File: config.mk
export PLATFORM = sky130hd
export DESIGN_NAME = whole_word_substring_finder
export DESIGN_NICKNAME = d
export VERILOG_FILES = /design/src/rtl/wfs_pkg.sv /design/src/rtl/wfs_cell.sv /design/src/rtl/wfs_decide.sv /design/src/rtl/whole_word_substring_finder.sv
export SDC_FILE = /design/constraint.sdc
export NUM_CORES = 2
export LEC_CHECK = 0
export ABC_AREA = 0
export BUFFER_PORTS_ARGS = -buffer_cell sky130_fd_sc_hd__buf_4
export CAP_MARGIN = 10
export CORE_AREA = 2 2 298 300
export DETAILED_ROUTE_END_ITERATION = 8
export DIE_AREA = 0 0 300 302
export GPL_ROUTABILITY_DRIVEN = 1
export PLACE_DENSITY = 0.65
export SLEW_MARGIN = 20
export SYNTH_ARGS = -nofsm -noshare
export SYNTH_HDL_FRONTEND = slang
export SYNTH_SLANG_ARGS = --single-unit
export TNS_END_PERCENT = 5
File: constraint.sdc
create_clock -name clock -period 9.23 [get_ports clock]
set_input_delay 1.3845 -clock clock [delete_from_list [all_inputs] [get_ports clock]]
set_output_delay 1.3845 -clock clock [all_outputs]
set_load 0.02 [all_outputs]
File: src/rtl/wfs_pkg.sv
// Shared types, constants and helper functions for the whole-word substring finder.
// No dependencies; imported by every module of the block.
package wfs_pkg;

   localparam int MAX_PATTERN   = 8;
   localparam int CHAR_BITS     = 16;
   localparam int POS_BITS      = 32;
   localparam int CSR_DATA_BITS = 64;
   localparam int CSR_IDX_BITS  = 3;
   localparam int CHARS_PER_REG = CSR_DATA_BITS / CHAR_BITS;
   localparam int LEN_BITS      = 4;
   localparam int IDX_BITS      = $clog2(MAX_PATTERN);
   localparam int CNT_MAX       = MAX_PATTERN + 1;
   localparam int CNT_BITS      = $clog2(CNT_MAX + 1);

   // register indexes
   localparam logic [CSR_IDX_BITS-1:0] CSR_UPPER_LOW  = 3'd0;
   localparam logic [CSR_IDX_BITS-1:0] CSR_UPPER_HIGH = 3'd1;
   localparam logic [CSR_IDX_BITS-1:0] CSR_LOWER_LOW  = 3'd2;
   localparam logic [CSR_IDX_BITS-1:0] CSR_LOWER_HIGH = 3'd3;
   localparam logic [CSR_IDX_BITS-1:0] CSR_PAT_LEN    = 3'd4;
   localparam logic [CSR_IDX_BITS-1:0] CSR_WHOLE_WORD = 3'd5;
   localparam logic [CSR_IDX_BITS-1:0] CSR_BACKWARD   = 3'd6;
   localparam logic [CSR_IDX_BITS-1:0] CSR_START      = 3'd7;

   // one character after the window shift, waiting for the decision stage
   typedef struct packed {
      logic                first;
      logic                last;
      logic                eot;
      logic [CNT_BITS-1:0] cnt;
      logic [POS_BITS-1:0] start;
      logic                letter_before;
   } stage_type;

   typedef struct packed {
      logic                done;
      logic                found;
      logic [POS_BITS-1:0] pos;
   } result_type;

   function automatic logic is_letter(input logic [CHAR_BITS-1:0] c);
      logic [CHAR_BITS-1:0] v;
      v = c;
      is_letter = (v >= CHAR_BITS'(16'h41)  && v <= CHAR_BITS'(16'h5A))  ||
                  (v >= CHAR_BITS'(16'h61)  && v <= CHAR_BITS'(16'h7A))  ||
                  (v >= CHAR_BITS'(16'hC0)  && v <= CHAR_BITS'(16'h24F) &&
                   v != CHAR_BITS'(16'hD7)  && v != CHAR_BITS'(16'hF7))  ||
                  (v >= CHAR_BITS'(16'h370) && v <= CHAR_BITS'(16'h52F));
   endfunction

   // pattern length limited to the window depth
   function automatic logic [LEN_BITS-1:0] clamp_len(input logic [LEN_BITS-1:0] l);
      clamp_len = (l > LEN_BITS'(MAX_PATTERN)) ? LEN_BITS'(MAX_PATTERN) : l;
   endfunction

endpackage

File: src/rtl/wfs_cell.sv
// One window cell: holds a text character and its letter flag, compares it with its pattern char.
// Depends on wfs_pkg.
module wfs_cell (
   input  logic                          clock,
   input  logic                          shift,
   input  logic                          restart,
   input  logic [wfs_pkg::CHAR_BITS-1:0] prev_char,
   input  logic [wfs_pkg::CHAR_BITS-1:0] pat_upper,
   input  logic [wfs_pkg::CHAR_BITS-1:0] pat_lower,
   output logic [wfs_pkg::CHAR_BITS-1:0] char_q,
   output logic                          match_q,
   output logic                          letter_q
);
   import wfs_pkg::*;

   logic [CHAR_BITS-1:0] char_ff, char_in;
   logic                 letter_ff, letter_in;

   always_comb begin
      char_in   = restart ? '0 : prev_char;
      letter_in = is_letter(char_in);
   end

   // payload only; validity is tracked by the stage behind the row
   always_ff @(posedge clock) begin
      if (shift) begin
         char_ff   <= char_in;
         letter_ff <= letter_in;
      end
   end

   // compared against the current pattern, so new settings apply to the held window
   assign char_q   = char_ff;
   assign match_q  = (char_ff == pat_upper) || (char_ff == pat_lower);
   assign letter_q = letter_ff;

endmodule

File: src/rtl/wfs_decide.sv
// Decision stage: pattern hit, whole-word rule, pending candidate and latched match.
// Depends on wfs_pkg; fed by the row of wfs_cell.
module wfs_decide (
   input  logic                          clock,
   input  logic                          reset,
   input  logic                          fire,
   input  wfs_pkg::stage_type            stage,
   input  logic [wfs_pkg::MAX_PATTERN-1:0] match,
   input  logic [wfs_pkg::MAX_PATTERN-1:0] letter,
   input  logic [wfs_pkg::LEN_BITS-1:0]  len,
   input  logic                          whole_word,
   input  logic                          backward,
   input  logic [wfs_pkg::POS_BITS-1:0]  search_start,
   output wfs_pkg::result_type           result
);
   import wfs_pkg::*;

   logic                pend_ff, pend_in;
   logic [POS_BITS-1:0] pend_pos_ff, pend_pos_in;
   logic                lat_ff, lat_in;
   logic [POS_BITS-1:0] lat_pos_ff, lat_pos_in;

   logic [MAX_PATTERN-1:0] in_use;
   logic                   hit, before_ok, pend_ge, start_ge, pend_take;

   always_comb begin
      for (int k = 0; k < MAX_PATTERN; k++) begin
         in_use[k] = LEN_BITS'(k) < len;
      end
      hit = (len != '0) && (stage.cnt >= CNT_BITS'(len)) && (&(match | ~in_use));
      if (stage.cnt <= CNT_BITS'(len)) begin
         before_ok = 1'b1;
      end else if (len < LEN_BITS'(MAX_PATTERN)) begin
         before_ok = !letter[len[IDX_BITS-1:0]];
      end else begin
         before_ok = !stage.letter_before;
      end
      pend_ge   = pend_pos_ff >= search_start;
      start_ge  = stage.start >= search_start;
      pend_take = pend_ff && (stage.first || !letter[0]);
   end

   always_comb begin
      lat_in      = lat_ff;
      lat_pos_in  = lat_pos_ff;
      pend_in     = 1'b0;
      pend_pos_in = pend_pos_ff;
      // candidate from the previous character is settled first
      if (pend_take) begin
         if (backward) begin
            if (!pend_ge) begin
               lat_in     = 1'b1;
               lat_pos_in = pend_pos_ff;
            end
         end else if (!lat_in && pend_ge) begin
            lat_in     = 1'b1;
            lat_pos_in = pend_pos_ff;
         end
      end
      if (hit && (!whole_word || before_ok)) begin
         if (whole_word && !(stage.last || stage.eot)) begin
            pend_in     = 1'b1;
            pend_pos_in = stage.start;
         end else if (backward) begin
            if (!start_ge) begin
               lat_in     = 1'b1;
               lat_pos_in = stage.start;
            end
         end else if (!lat_in && start_ge) begin
            lat_in     = 1'b1;
            lat_pos_in = stage.start;
         end
      end
      result.done  = fire && stage.eot;
      result.found = lat_in;
      result.pos   = lat_in ? lat_pos_in : '0;
      if (stage.eot) begin
         lat_in  = 1'b0;
         pend_in = 1'b0;
      end
   end

   always_ff @(posedge clock) begin
      if (reset) begin
         pend_ff <= 1'b0;
         lat_ff  <= 1'b0;
      end else if (fire) begin
         pend_ff <= pend_in;
         lat_ff  <= lat_in;
      end
   end

   always_ff @(posedge clock) begin
      if (fire) begin
         pend_pos_ff <= pend_pos_in;
         lat_pos_ff  <= lat_pos_in;
      end
   end

endmodule

File: src/rtl/whole_word_substring_finder.sv
// Top level of the streaming whole-word substring finder: registers, cell row, output stage.
// Depends on wfs_pkg, wfs_cell and wfs_decide.
//
// Usage:
//  - req_ carries one text character per transfer; req_tlast marks the final character
//    of a text, which triggers exactly one rsp_ transfer (found flag and match start).
//  - csr_ writes the pattern and search settings; write only while the block is idle.
//  - One character per cycle is taken back to back unless a stall holds req_tready low. Each
//    transfer shifts the row of window cells; the decision stage behind it works on the
//    registered character. The result of an end-of-text character is registered in the
//    output register, which drives rsp_tvalid.
//  - Stall: a result waits in the output register while new characters keep flowing;
//    only a second end-of-text reaching the decision stage while the earlier result is
//    still untaken holds req_tready low, for as long as rsp_tready stays low.
//  - Reset (synchronous, active high) clears the settings to zero and the search state;
//    the next text starts from an empty window.
module whole_word_substring_finder (
   input  logic        clock,
   input  logic        reset,
   // text characters
   input  logic        req_tvalid,
   output logic        req_tready,
   input  logic [47:0] req_tdata,   // [15:0] ch, [47:16] position
   input  logic [1:0]  req_tuser,   // [0] first_in_para, [1] last_in_para
   input  logic        req_tlast,   // end_of_text
   // search result
   output logic        rsp_tvalid,
   input  logic        rsp_tready,
   output logic [31:0] rsp_tdata,   // [31:0] match_position
   output logic [0:0]  rsp_tuser,   // [0] found
   // settings
   input  logic        csr_we,
   input  logic [wfs_pkg::CSR_IDX_BITS-1:0]  csr_index,
   input  logic [wfs_pkg::CSR_DATA_BITS-1:0] csr_wdata
);
   import wfs_pkg::*;

   // settings
   logic [CSR_DATA_BITS-1:0] upper_low_ff, upper_high_ff, lower_low_ff, lower_high_ff;
   logic [LEN_BITS-1:0]      pat_len_ff;
   logic                     whole_word_ff, backward_ff;
   logic [POS_BITS-1:0]      start_ff;

   always_ff @(posedge clock) begin
      if (reset) begin
         upper_low_ff  <= '0;
         upper_high_ff <= '0;
         lower_low_ff  <= '0;
         lower_high_ff <= '0;
         pat_len_ff    <= '0;
         whole_word_ff <= 1'b0;
         backward_ff   <= 1'b0;
         start_ff      <= '0;
      end else if (csr_we) begin
         case (csr_index)
            CSR_UPPER_LOW:  upper_low_ff  <= csr_wdata;
            CSR_UPPER_HIGH: upper_high_ff <= csr_wdata;
            CSR_LOWER_LOW:  lower_low_ff  <= csr_wdata;
            CSR_LOWER_HIGH: lower_high_ff <= csr_wdata;
            CSR_PAT_LEN:    pat_len_ff    <= csr_wdata[LEN_BITS-1:0];
            CSR_WHOLE_WORD: whole_word_ff <= csr_wdata[0];
            CSR_BACKWARD:   backward_ff   <= csr_wdata[0];
            CSR_START:      start_ff      <= csr_wdata[POS_BITS-1:0];
            default: ;
         endcase
      end
   end

   logic [LEN_BITS-1:0]  len_c, len_m1;
   logic [CHAR_BITS-1:0] upper_chars [MAX_PATTERN];
   logic [CHAR_BITS-1:0] lower_chars [MAX_PATTERN];

   assign len_c  = clamp_len(pat_len_ff);
   assign len_m1 = len_c - LEN_BITS'(1);   // wraps for an empty pattern, never used then

   always_comb begin
      for (int i = 0; i < CHARS_PER_REG; i++) begin
         upper_chars[i]               = upper_low_ff[i*CHAR_BITS +: CHAR_BITS];
         lower_chars[i]               = lower_low_ff[i*CHAR_BITS +: CHAR_BITS];
         upper_chars[i+CHARS_PER_REG] = upper_high_ff[i*CHAR_BITS +: CHAR_BITS];
         lower_chars[i+CHARS_PER_REG] = lower_high_ff[i*CHAR_BITS +: CHAR_BITS];
      end
   end

   // handshake and stage control
   logic       accept;
   logic       b_valid_ff, b_valid_in, b_fire, b_blocked;
   stage_type  b_ff, b_in;
   logic       restart_ff;   // next character opens a fresh text
   logic [CNT_BITS-1:0] para_cnt_ff, para_cnt_in, cnt_base, cnt_new;
   logic       rsp_valid_ff;
   logic       rsp_found_ff;
   logic [POS_BITS-1:0] rsp_pos_ff;
   result_type result;

   logic [CHAR_BITS-1:0]   req_ch;
   logic [POS_BITS-1:0]    req_pos;
   logic                   req_first, req_last;

   assign req_ch    = req_tdata[CHAR_BITS-1:0];
   assign req_pos   = req_tdata[CHAR_BITS +: POS_BITS];
   assign req_first = req_tuser[0];
   assign req_last  = req_tuser[1];

   // an end-of-text character cannot be decided while the last result is still held,
   // unless that result leaves on this very edge
   assign b_blocked  = b_valid_ff && b_ff.eot && rsp_valid_ff && !rsp_tready;
   assign req_tready = !b_blocked;
   assign accept     = req_tvalid && req_tready;
   assign b_fire     = b_valid_ff && !b_blocked;
   assign b_valid_in = accept || (b_valid_ff && b_blocked);

   // row of window cells, cell 0 takes the newest character
   logic [CHAR_BITS-1:0]   cell_char [MAX_PATTERN];
   logic [MAX_PATTERN-1:0] cell_match, cell_letter;

   for (genvar k = 0; k < MAX_PATTERN; k++) begin : g_cell
      logic [LEN_BITS-1:0]  pat_idx;
      logic [CHAR_BITS-1:0] prev;
      assign pat_idx = len_m1 - LEN_BITS'(k);
      if (k == 0) begin : g_head
         assign prev = req_ch;
      end else begin : g_body
         assign prev = cell_char[k-1];
      end
      wfs_cell u_cell (
         .clock     (clock),
         .shift     (accept),
         .restart   ((k != 0) && restart_ff),
         .prev_char (prev),
         .pat_upper (upper_chars[pat_idx[IDX_BITS-1:0]]),
         .pat_lower (lower_chars[pat_idx[IDX_BITS-1:0]]),
         .char_q    (cell_char[k]),
         .match_q   (cell_match[k]),
         .letter_q  (cell_letter[k])
      );
   end

   // paragraph character count, saturating above the window depth
   always_comb begin
      cnt_base = (restart_ff || req_first) ? '0 : para_cnt_ff;
      cnt_new  = (cnt_base == CNT_BITS'(CNT_MAX)) ? cnt_base : cnt_base + CNT_BITS'(1);
      para_cnt_in = para_cnt_ff;
      if (accept) begin
         para_cnt_in = req_last ? '0 : cnt_new;
      end
      b_in.first         = req_first;
      b_in.last          = req_last;
      b_in.eot           = req_tlast;
      b_in.cnt           = cnt_new;
      b_in.start         = req_pos - POS_BITS'(len_m1);
      b_in.letter_before = !restart_ff && cell_letter[MAX_PATTERN-1];
   end

   always_ff @(posedge clock) begin
      if (reset) begin
         restart_ff  <= 1'b1;
         para_cnt_ff <= '0;
         b_valid_ff  <= 1'b0;
      end else begin
         if (accept) begin
            restart_ff <= req_tlast;
         end
         para_cnt_ff <= para_cnt_in;
         b_valid_ff  <= b_valid_in;
      end
   end

   always_ff @(posedge clock) begin
      if (accept) begin
         b_ff <= b_in;
      end
   end

   wfs_decide u_decide (
      .clock        (clock),
      .reset        (reset),
      .fire         (b_fire),
      .stage        (b_ff),
      .match        (cell_match),
      .letter       (cell_letter),
      .len          (len_c),
      .whole_word   (whole_word_ff),
      .backward     (backward_ff),
      .search_start (start_ff),
      .result       (result)
   );

   // output register
   always_ff @(posedge clock) begin
      if (reset) begin
         rsp_valid_ff <= 1'b0;
      end else if (result.done) begin
         rsp_valid_ff <= 1'b1;
      end else if (rsp_tready) begin
         rsp_valid_ff <= 1'b0;
      end
   end

   always_ff @(posedge clock) begin
      if (result.done) begin
         rsp_found_ff <= result.found;
         rsp_pos_ff   <= result.pos;
      end
   end

   assign rsp_tvalid   = rsp_valid_ff;
   assign rsp_tdata    = rsp_pos_ff;
   assign rsp_tuser[0] = rsp_found_ff;

`ifndef NO_ASSERTIONS
   a_block_eot: assert property (@(posedge clock) disable iff (reset)
      (b_valid_ff && b_ff.eot && rsp_valid_ff && !rsp_tready) |-> !req_tready)
      else $error("input taken while a finished result still blocks the decision stage");

   a_no_overwrite: assert property (@(posedge clock) disable iff (reset)
      result.done |-> (!rsp_valid_ff || rsp_tready))
      else $error("result written over an untaken result");

   a_result_follows: assert property (@(posedge clock) disable iff (reset)
      result.done |=> rsp_tvalid)
      else $error("decided result did not reach the output register");

   a_eot_reaches_stage: assert property (@(posedge clock) disable iff (reset)
      (accept && req_tlast) |=> (b_valid_ff && b_ff.eot))
      else $error("end-of-text transfer lost before the decision stage");

   a_zero_when_absent: assert property (@(posedge clock) disable iff (reset)
      (rsp_tvalid && !rsp_tuser[0]) |-> (rsp_tdata == '0))
      else $error("match position not zero on a not-found result");
`endif

endmodule

Word level (Yosys, flattened, before mapping). Index checks and enable logic that the tools add are counted.

Register bits: 576. Input bits: 123. Output and inout port bits: 35. Logic and storage cells: 397.

$add $sub $neg: 10. Order comparisons: 87. Equal/unequal tests: 40. Multiplexer cells: 87. Bitwise logic cells: 10. Reduce and logical (&&, ||, !) cells: 123.

Operator list (number): $bmux W16 S3 (16); $mux W16 (39); $mux W32 (9); $eq A16 B16 Y1 (16); $ge A16 B7 Y1 const B (16); $le A16 B7 Y1 const B (16); $ne A16 B8 Y1 const B (16); $ge A16 B10 Y1 const B (8); $ge A16 B8 Y1 const B (8); $le A16 B10 Y1 const B (8); $le A16 B11 Y1 const B (8); $ge A32 B32 Y1 (2); $logic_and A1 B1 Y1 (63); $logic_or A1 B1 Y1 (37); $ge A4 B4 Y1 const B (8); $not A3 Y4 (8); $sub A32 B4 Y32 (1); $mux W1 (18); $lt A3 B4 Y1 const A (4); $mux W4 (4); $reduce_and A2 Y1 (8); $eq A3 B3 Y1 const B (4); $sub A3 B3 Y3 const B (4); $logic_not A1 Y1 (10); 22 further kinds (26).

Longest topological paths before layout.
Depth after elaboration: 16. Gate-level depth with buffers: 26. Gate-level depth less buffers: 15.

Hierarchy. A second synthesis with hierarchy kept.

Cells, all modules: 4079. Area, all modules: 38257.9 µm².

Modules (own cells, without submodules): whole_word_substring_finder (times used 1, cells each 2399, area each 22360.2 µm², seq. area each 8217.9 µm²); wfs_cell (times used 8, cells each 118, area each 1219.9 µm², seq. area each 510.5 µm²); wfs_decide (times used 1, cells each 736, area each 6138.4 µm², seq. area each 1961.9 µm²).

Worst setup path after synthesis. OpenSTA, ideal clock, no wires.

Kind: reg-to-reg. From: register pat_len_ff[3]. To: register u_decide.pend_pos_ff[0], enable pin. Library setup time: 461 ps. Arrival time: 7507 ps. Required time: 8769 ps. Path slack: 1262 ps. Cell stages (with the launch flop): 24. Buffers on the path: 10. Period minus slack after synthesis: 7968 ps. Cells stage by stage: dfxtp_1 -> buf_2 -> nand2b_1 -> buf_2 -> buf_2 -> buf_2 -> buf_2 -> clkbuf_1 -> ha_1 -> ha_1 -> buf_4 -> xnor2_1 -> buf_2 -> buf_4 -> mux4_2 -> xnor2_1 -> nand4_1 -> o21ai_0 -> nand4_1 -> nor4_1 -> o32ai_1 -> or2_2 -> buf_2 -> nor3_1.

Word-level cells in the longest chain between the ends: 15. Elaborated cells between the ends (all ways): 115. Those cells by class: 8 x add/sub; 12 x order compare; 16 x eq/ne; 53 x mux; 10 x bitwise; 16 x reduce/logical.

Ends and longest elaborated chain: from (decl) (line whole_word_substring_finder.sv:40) `logic [LEN_BITS-1:0] pat_len_ff;`; from (signal assigned) (line whole_word_substring_finder.sv:60) `CSR_PAT_LEN: pat_len_ff <= csr_wdata[LEN_BITS-1:0];`; $gt A4 B4 Y1 (line wfs_pkg.sv:54) `clamp_len = (l > LEN_BITS'(MAX_PATTERN)) ? LEN_BITS'(MAX_PATTERN) : l;`; $mux W4 * (line wfs_pkg.sv:54); $sub A4 B1 Y4 (line whole_word_substring_finder.sv:74) `assign len_m1 = len_c - LEN_BITS'(1);`; $sub A3 B1 Y3, or another cell as far along (line whole_word_substring_finder.sv:120) `assign pat_idx = len_m1 - LEN_BITS'(k);`; $not A3 Y4 (not written as such) (line whole_word_substring_finder.sv:131, whole_word_substring_finder.sv:132); $bmux W16 S3, on equally long branches (line whole_word_substring_finder.sv:131, whole_word_substring_finder.sv:132); $mux W16, on equally long branches (2 in a row) (line whole_word_substring_finder.sv:131, whole_word_substring_finder.sv:132); $eq A16 B16 Y1 (line wfs_cell.sv:34) `assign match_q = (char_ff == pat_upper) || (char_ff == pat_lower);`; $logic_or A1 B1 Y1 (line wfs_cell.sv:34); $or A8 B8 Y8 (line wfs_decide.sv:30) `hit = (len != '0) && (stage.cnt >= CNT_BITS'(len)) && (&(match | ~in_use));`; $reduce_and A8 Y1 (line wfs_decide.sv:30); $logic_and A1 B1 Y1 (line wfs_decide.sv:30); $logic_and A1 B1 Y1 * (line wfs_decide.sv:60) `if (hit && (!whole_word || before_ok)) begin`; $reduce_and A3 Y1 (no source line) *; to (signal assigned) (line wfs_decide.sv:95) `pend_pos_ff <= pend_pos_in;`; to (decl) (line wfs_decide.sv:19) `logic [POS_BITS-1:0] pend_pos_ff, pend_pos_in;`.

Mark *: on every way between the ends. The rest lies on a longest branch, timed or not. The select of a mux whose other input is x is not followed. A chain may end at the register's enable or synchronous reset.

Worst setup path in the final report.
From: register pat_len_ff[0]. To: register u_decide.pend_pos_ff[24], enable pin.

The elaborated chain is that of the path after synthesis.

==> metrics.md <==
| Metric | Value |
|---|---|
| Via count of the first global-routing pass | `35.5k` |
| Met3 usage | `16.3%` |
| Buffers from clock root to sink, at most | `3` |
| Final period utilization | `81.2%` |
| Starting density of the core | `48.5%` |
| CORE AREA | `0.0876 sq mm` |
| Synthesized Nets | `4641` |
| Crit path max-delay cell type | `sky130_fd_sc_hd__nor4_1` |
| P per Cell Area | `146 mW/mm^2` |
| Register-to-Register Setup Slack | `1.74 ns` |
| Post-route setup TNS | `0 ns` |
| Length in cells of the worst reg-to-reg path | `17` |
| List of cells traversed by the critical path | `nor2b_4 > inv_12 > ha_1 > ha_2 > xor2_4 > buf_4 > mux4_2 > mux2i_1 > xnor2_1 > a21oi_1 > nand4_1 > nor4_1 > o32ai_1 > or2_2 > buf_4 > nor3_2 > buf_4` |
| CP dominant cell by count | `sky130_fd_sc_hd__buf_4` |
| GR Layer Usage met2 | `63.3%` |
| Worst slew pin tran | `1.28 ns` |
| Die ar. | `0.0906 sq mm` |
| Proportion of synthesized chip area in sequential cells | `33.6%` |
| Warnings from Yosys | `0` |
| Leak Pwr | `15.8 nW` |
| Count of unique library cells instantiated by Yosys | `94` |
| Hold bufs inserted after CTS | `0` |
| Area after DPL | `0.0443 sq mm` |
| Final Wtd Congestion | `1.08` |
| Via count | `39.3k` |
| Shortest clock period the worst path allows after layout | `7.49 ns` |
| PostCTS Resize Cnt | `0` |
| Critical setup path kind | `reg2reg` |
| DP HPWL | `157000 um` |
| Post-route non-filler standard cell count | `5600` |
| Final design instance area without fill | `0.0465 sq mm` |
| Post-CTS Setup Bufs | `0` |
| Worst Hold Slack | `0.455 ns` |
| Standard-cell rows | `109` |
| Flops & latches, synth | `576` |
| Setup clock skew after layout | `0.0308 ns` |
| Horizontal die dimension | `300 um` |
| Maximum VDD drop | `0.000203 V` |
| Met1 usage | `58.6%` |
| Filler cells | `7966` |
| TritonCTS clock tree | `built` |
| Number of DRC markers in iteration 0 | `6425` |
| Avg Synthesized Cell Area | `9.55 sq um` |
| CP max FO | `79` |
| Peak clock frequency supported by timing | `133 MHz` |
| Number of maximum-capacitance constraint violations | `0` |
| Dominant cell by count in the synthesized netlist | `sky130_fd_sc_hd__nand2_1` |
| CTS H-Tree Depth | `3` |
| Clk slew on worst S/H paths | `0.06 ns` |
| Worst hold path class | `reg2reg` |
| Cells after Synth | `4441` |
| Most crowded layer after global routing | `met2` |
| Hold Path Stages | `2` |
| Maximum number of pins on one net before global-route repair | `182` |
| Cell type with the highest aggregate area in the netlist | `sky130_fd_sc_hd__edfxtp_1` |
| Wire length per cell | `37.2 um` |
| Clk sink count | `576` |
| Number of failing setup endpoints in the final timing report | `0` |
| Status | `finished clean` |
| DRC violation count after routing | `0` |
| Critical Path RT | `9.54 ns` |
| Number of top-level design ports | `158` |
| Destination of the worst hold path | `start_ff[8]$_SDFFE_PP0P_` |
| Crit path largest cell delay | `0.69 ns` |
| Final number of max-transition violations | `0` |
| Antenna violations before repair | `7` |
| Unrepaired setup endpoints after global routing | `no` |
| Final net count | `4581` |
| Proportion of netlist area held by the largest area contributor | `19.3%` |
| Cts bufs inserted | `66` |
| Port-buffer cells | `157` |
| Routed Wire Length | `208000 um` |
| # placed instances | `5477` |
| Average vias per placed instance | `7.01` |
| Pwr Total | `6.80 mW` |
| End of the worst register-to-register path | `u_decide.pend_pos_ff[24]$_DFFE_PP_` |
| Global-route wire length before repair | `286000 um` |
| Total standard cell area after synthesis | `0.0424 sq mm` |
| Leading post-synthesis cells by cell area | `sky130_fd_sc_hd__edfxtp_1 (19%), sky130_fd_sc_hd__dfxtp_1 (14%), sky130_fd_sc_hd__mux4_2 (13%)` |
| Detail Route Antenna Nets | `0` |
| CTS Root Buffer Type | `sky130_fd_sc_hd__clkbuf_16` |
| Worst r2r src | `pat_len_ff[0]$_SDFFE_PP0P_` |
| Cell types with the highest counts after synthesis | `sky130_fd_sc_hd__nand2_1 (738), sky130_fd_sc_hd__a21oi_1 (434), sky130_fd_sc_hd__dfxtp_1 (303)` |
| Die Y | `302 um` |
| EDFF count, synth | `273` |
| Sort of element at the start of the critical path | `register` |
| DRT Pass-1 Iters | `6` |
| Min-delay src | `start_ff[8]$_SDFFE_PP0P_` |
| Share of cells above drive strength 1 | `17.1%` |
| Overall overflow remaining after global route | `0` |
| Layout-stage area growth over the synthesis result | `9.63%` |
| Share of synthesized registers carrying an async set or reset | `0%` |
| GRT Util Overall | `45.2%` |
| Max-Slew Margin vs Limit | `13.7%` |
| Insertion delay to the later sink of the worst-skew pair | `0.67 ns` |
| Primary flip-flop cell chosen by synthesis mapping | `sky130_fd_sc_hd__dfxtp_1` |
| Arrival time reported for the critical path endpoint | `7.80 ns` |
| Sort of element at the end of the critical path | `register` |
| Number of hold violations in the final report | `0` |
-- cell type report --
| class | instances | area (sq um) | share of cell area, % |
|---|---|---|---|
| well taps | 1165 | 1460 | 3.13 |
| clock buffers | 96 | 1930 | 4.14 |
| repair buffers | 241 | 1890 | 4.07 |
| inverters | 91 | 363 | 0.780 |
| clock inverters | 22 | 282 | 0.605 |
| diodes | 4 | 10.0 | 0.0215 |
| multi-input cells | 3405 | 26300 | 56.6 |
| flip-flops and latches | 576 | 14300 | 30.7 |
-- kinds of logic after synthesis --
family | after synthesis | share of synthesized area (%)
AOI/OAI and AO/OA | 1008 | 15.2
and+or+nand+nor | 1354 | 14.8
DFF | 576 | 33.6
buffers and inverters | 460 | 4.87
muxes | 567 | 21.0
xor gates and xnor gates | 398 | 8.22
adders and majority gates | 78 | 2.29
-- stage by stage --
step           setup WS, ns  util [%]
5_1_grt                1.54      53.1
3_3_place_gp           2.21      50.5
3_5_place_dp           2.06      50.6
2_1_floorplan          1.26         -
6_report               1.74      53.1
4_1_cts                2.03      53.1
-- critical path, delay by kind of cell, from the launching register on --
kind                       cells  cell delay, ns
adders and majority gates      2            0.84
xor gates and xnor gates       2            0.77
AOI/OAI and AO/OA              2            0.55
muxes                          2            0.83
DFF                            1            0.65
buffers and inverters          4            1.50
and+or+nand+nor                5            1.92
-- cell usage in the layout, fill, tap and decap left out, drive strengths merged, types with 40 or more instances in the layout --
master	count
edfxtp	273
ha	77
nand4	57
dfxtp	303
mux2i	274
nor3	47
nor2	138
mux2	40
o22ai	86
xnor2	259
mux4	253
inv	90
buf	241
nor2b	107
nand2	738
nor4	89
o21ai	146
clkbuf	96
nand3	66
xor2	139
a21oi	435
-- routing by layer --
metal / wire, um / vias up
met5: 43 / -
met1: 77600 / 19400
li1: - / 16400
met4: 16800 / 6
met2: 85100 / 2865
met3: 28900 / 615
-- report_power, final --
part           internal (mW)  total, mW  switching, mW
Clock                   1.60       2.74           1.14
Sequential              2.77       2.99          0.220
Combinational          0.395       1.07          0.672
-- how the worst max path moves through the flow --
stage / from / to / slack (ns)
floorplan: pat_len_ff[3]$_SDFFE_PP0P_ / u_decide.pend_pos_ff[0]$_DFFE_PP_ / 1.26
global placement: pat_len_ff[0]$_SDFFE_PP0P_ / u_decide.pend_pos_ff[31]$_DFFE_PP_ / 2.21
detailed placement: pat_len_ff[0]$_SDFFE_PP0P_ / u_decide.pend_pos_ff[24]$_DFFE_PP_ / 2.06
CTS: pat_len_ff[0]$_SDFFE_PP0P_ / u_decide.pend_pos_ff[30]$_DFFE_PP_ / 2.03
global route: pat_len_ff[0]$_SDFFE_PP0P_ / u_decide.pend_pos_ff[31]$_DFFE_PP_ / 1.54
finish: pat_len_ff[0]$_SDFFE_PP0P_ / u_decide.pend_pos_ff[24]$_DFFE_PP_ / 1.74
-- registers in the layout, indices dropped and copies added, names as in the netlist, 32 cells and up, named ones only --
| signal | count |
|---|---|
| g_cell.u_cell.char_q | 128 |
| lower_high_ff | 64 |
| lower_low_ff | 64 |
| upper_high_ff | 64 |
| upper_low_ff | 64 |
| b_ff | 40 |
| rsp_tdata | 32 |
| start_ff | 32 |
| u_decide.lat_pos_ff | 32 |
| u_decide.pend_pos_ff | 32 |
Power figures use the tool's default switching activity.
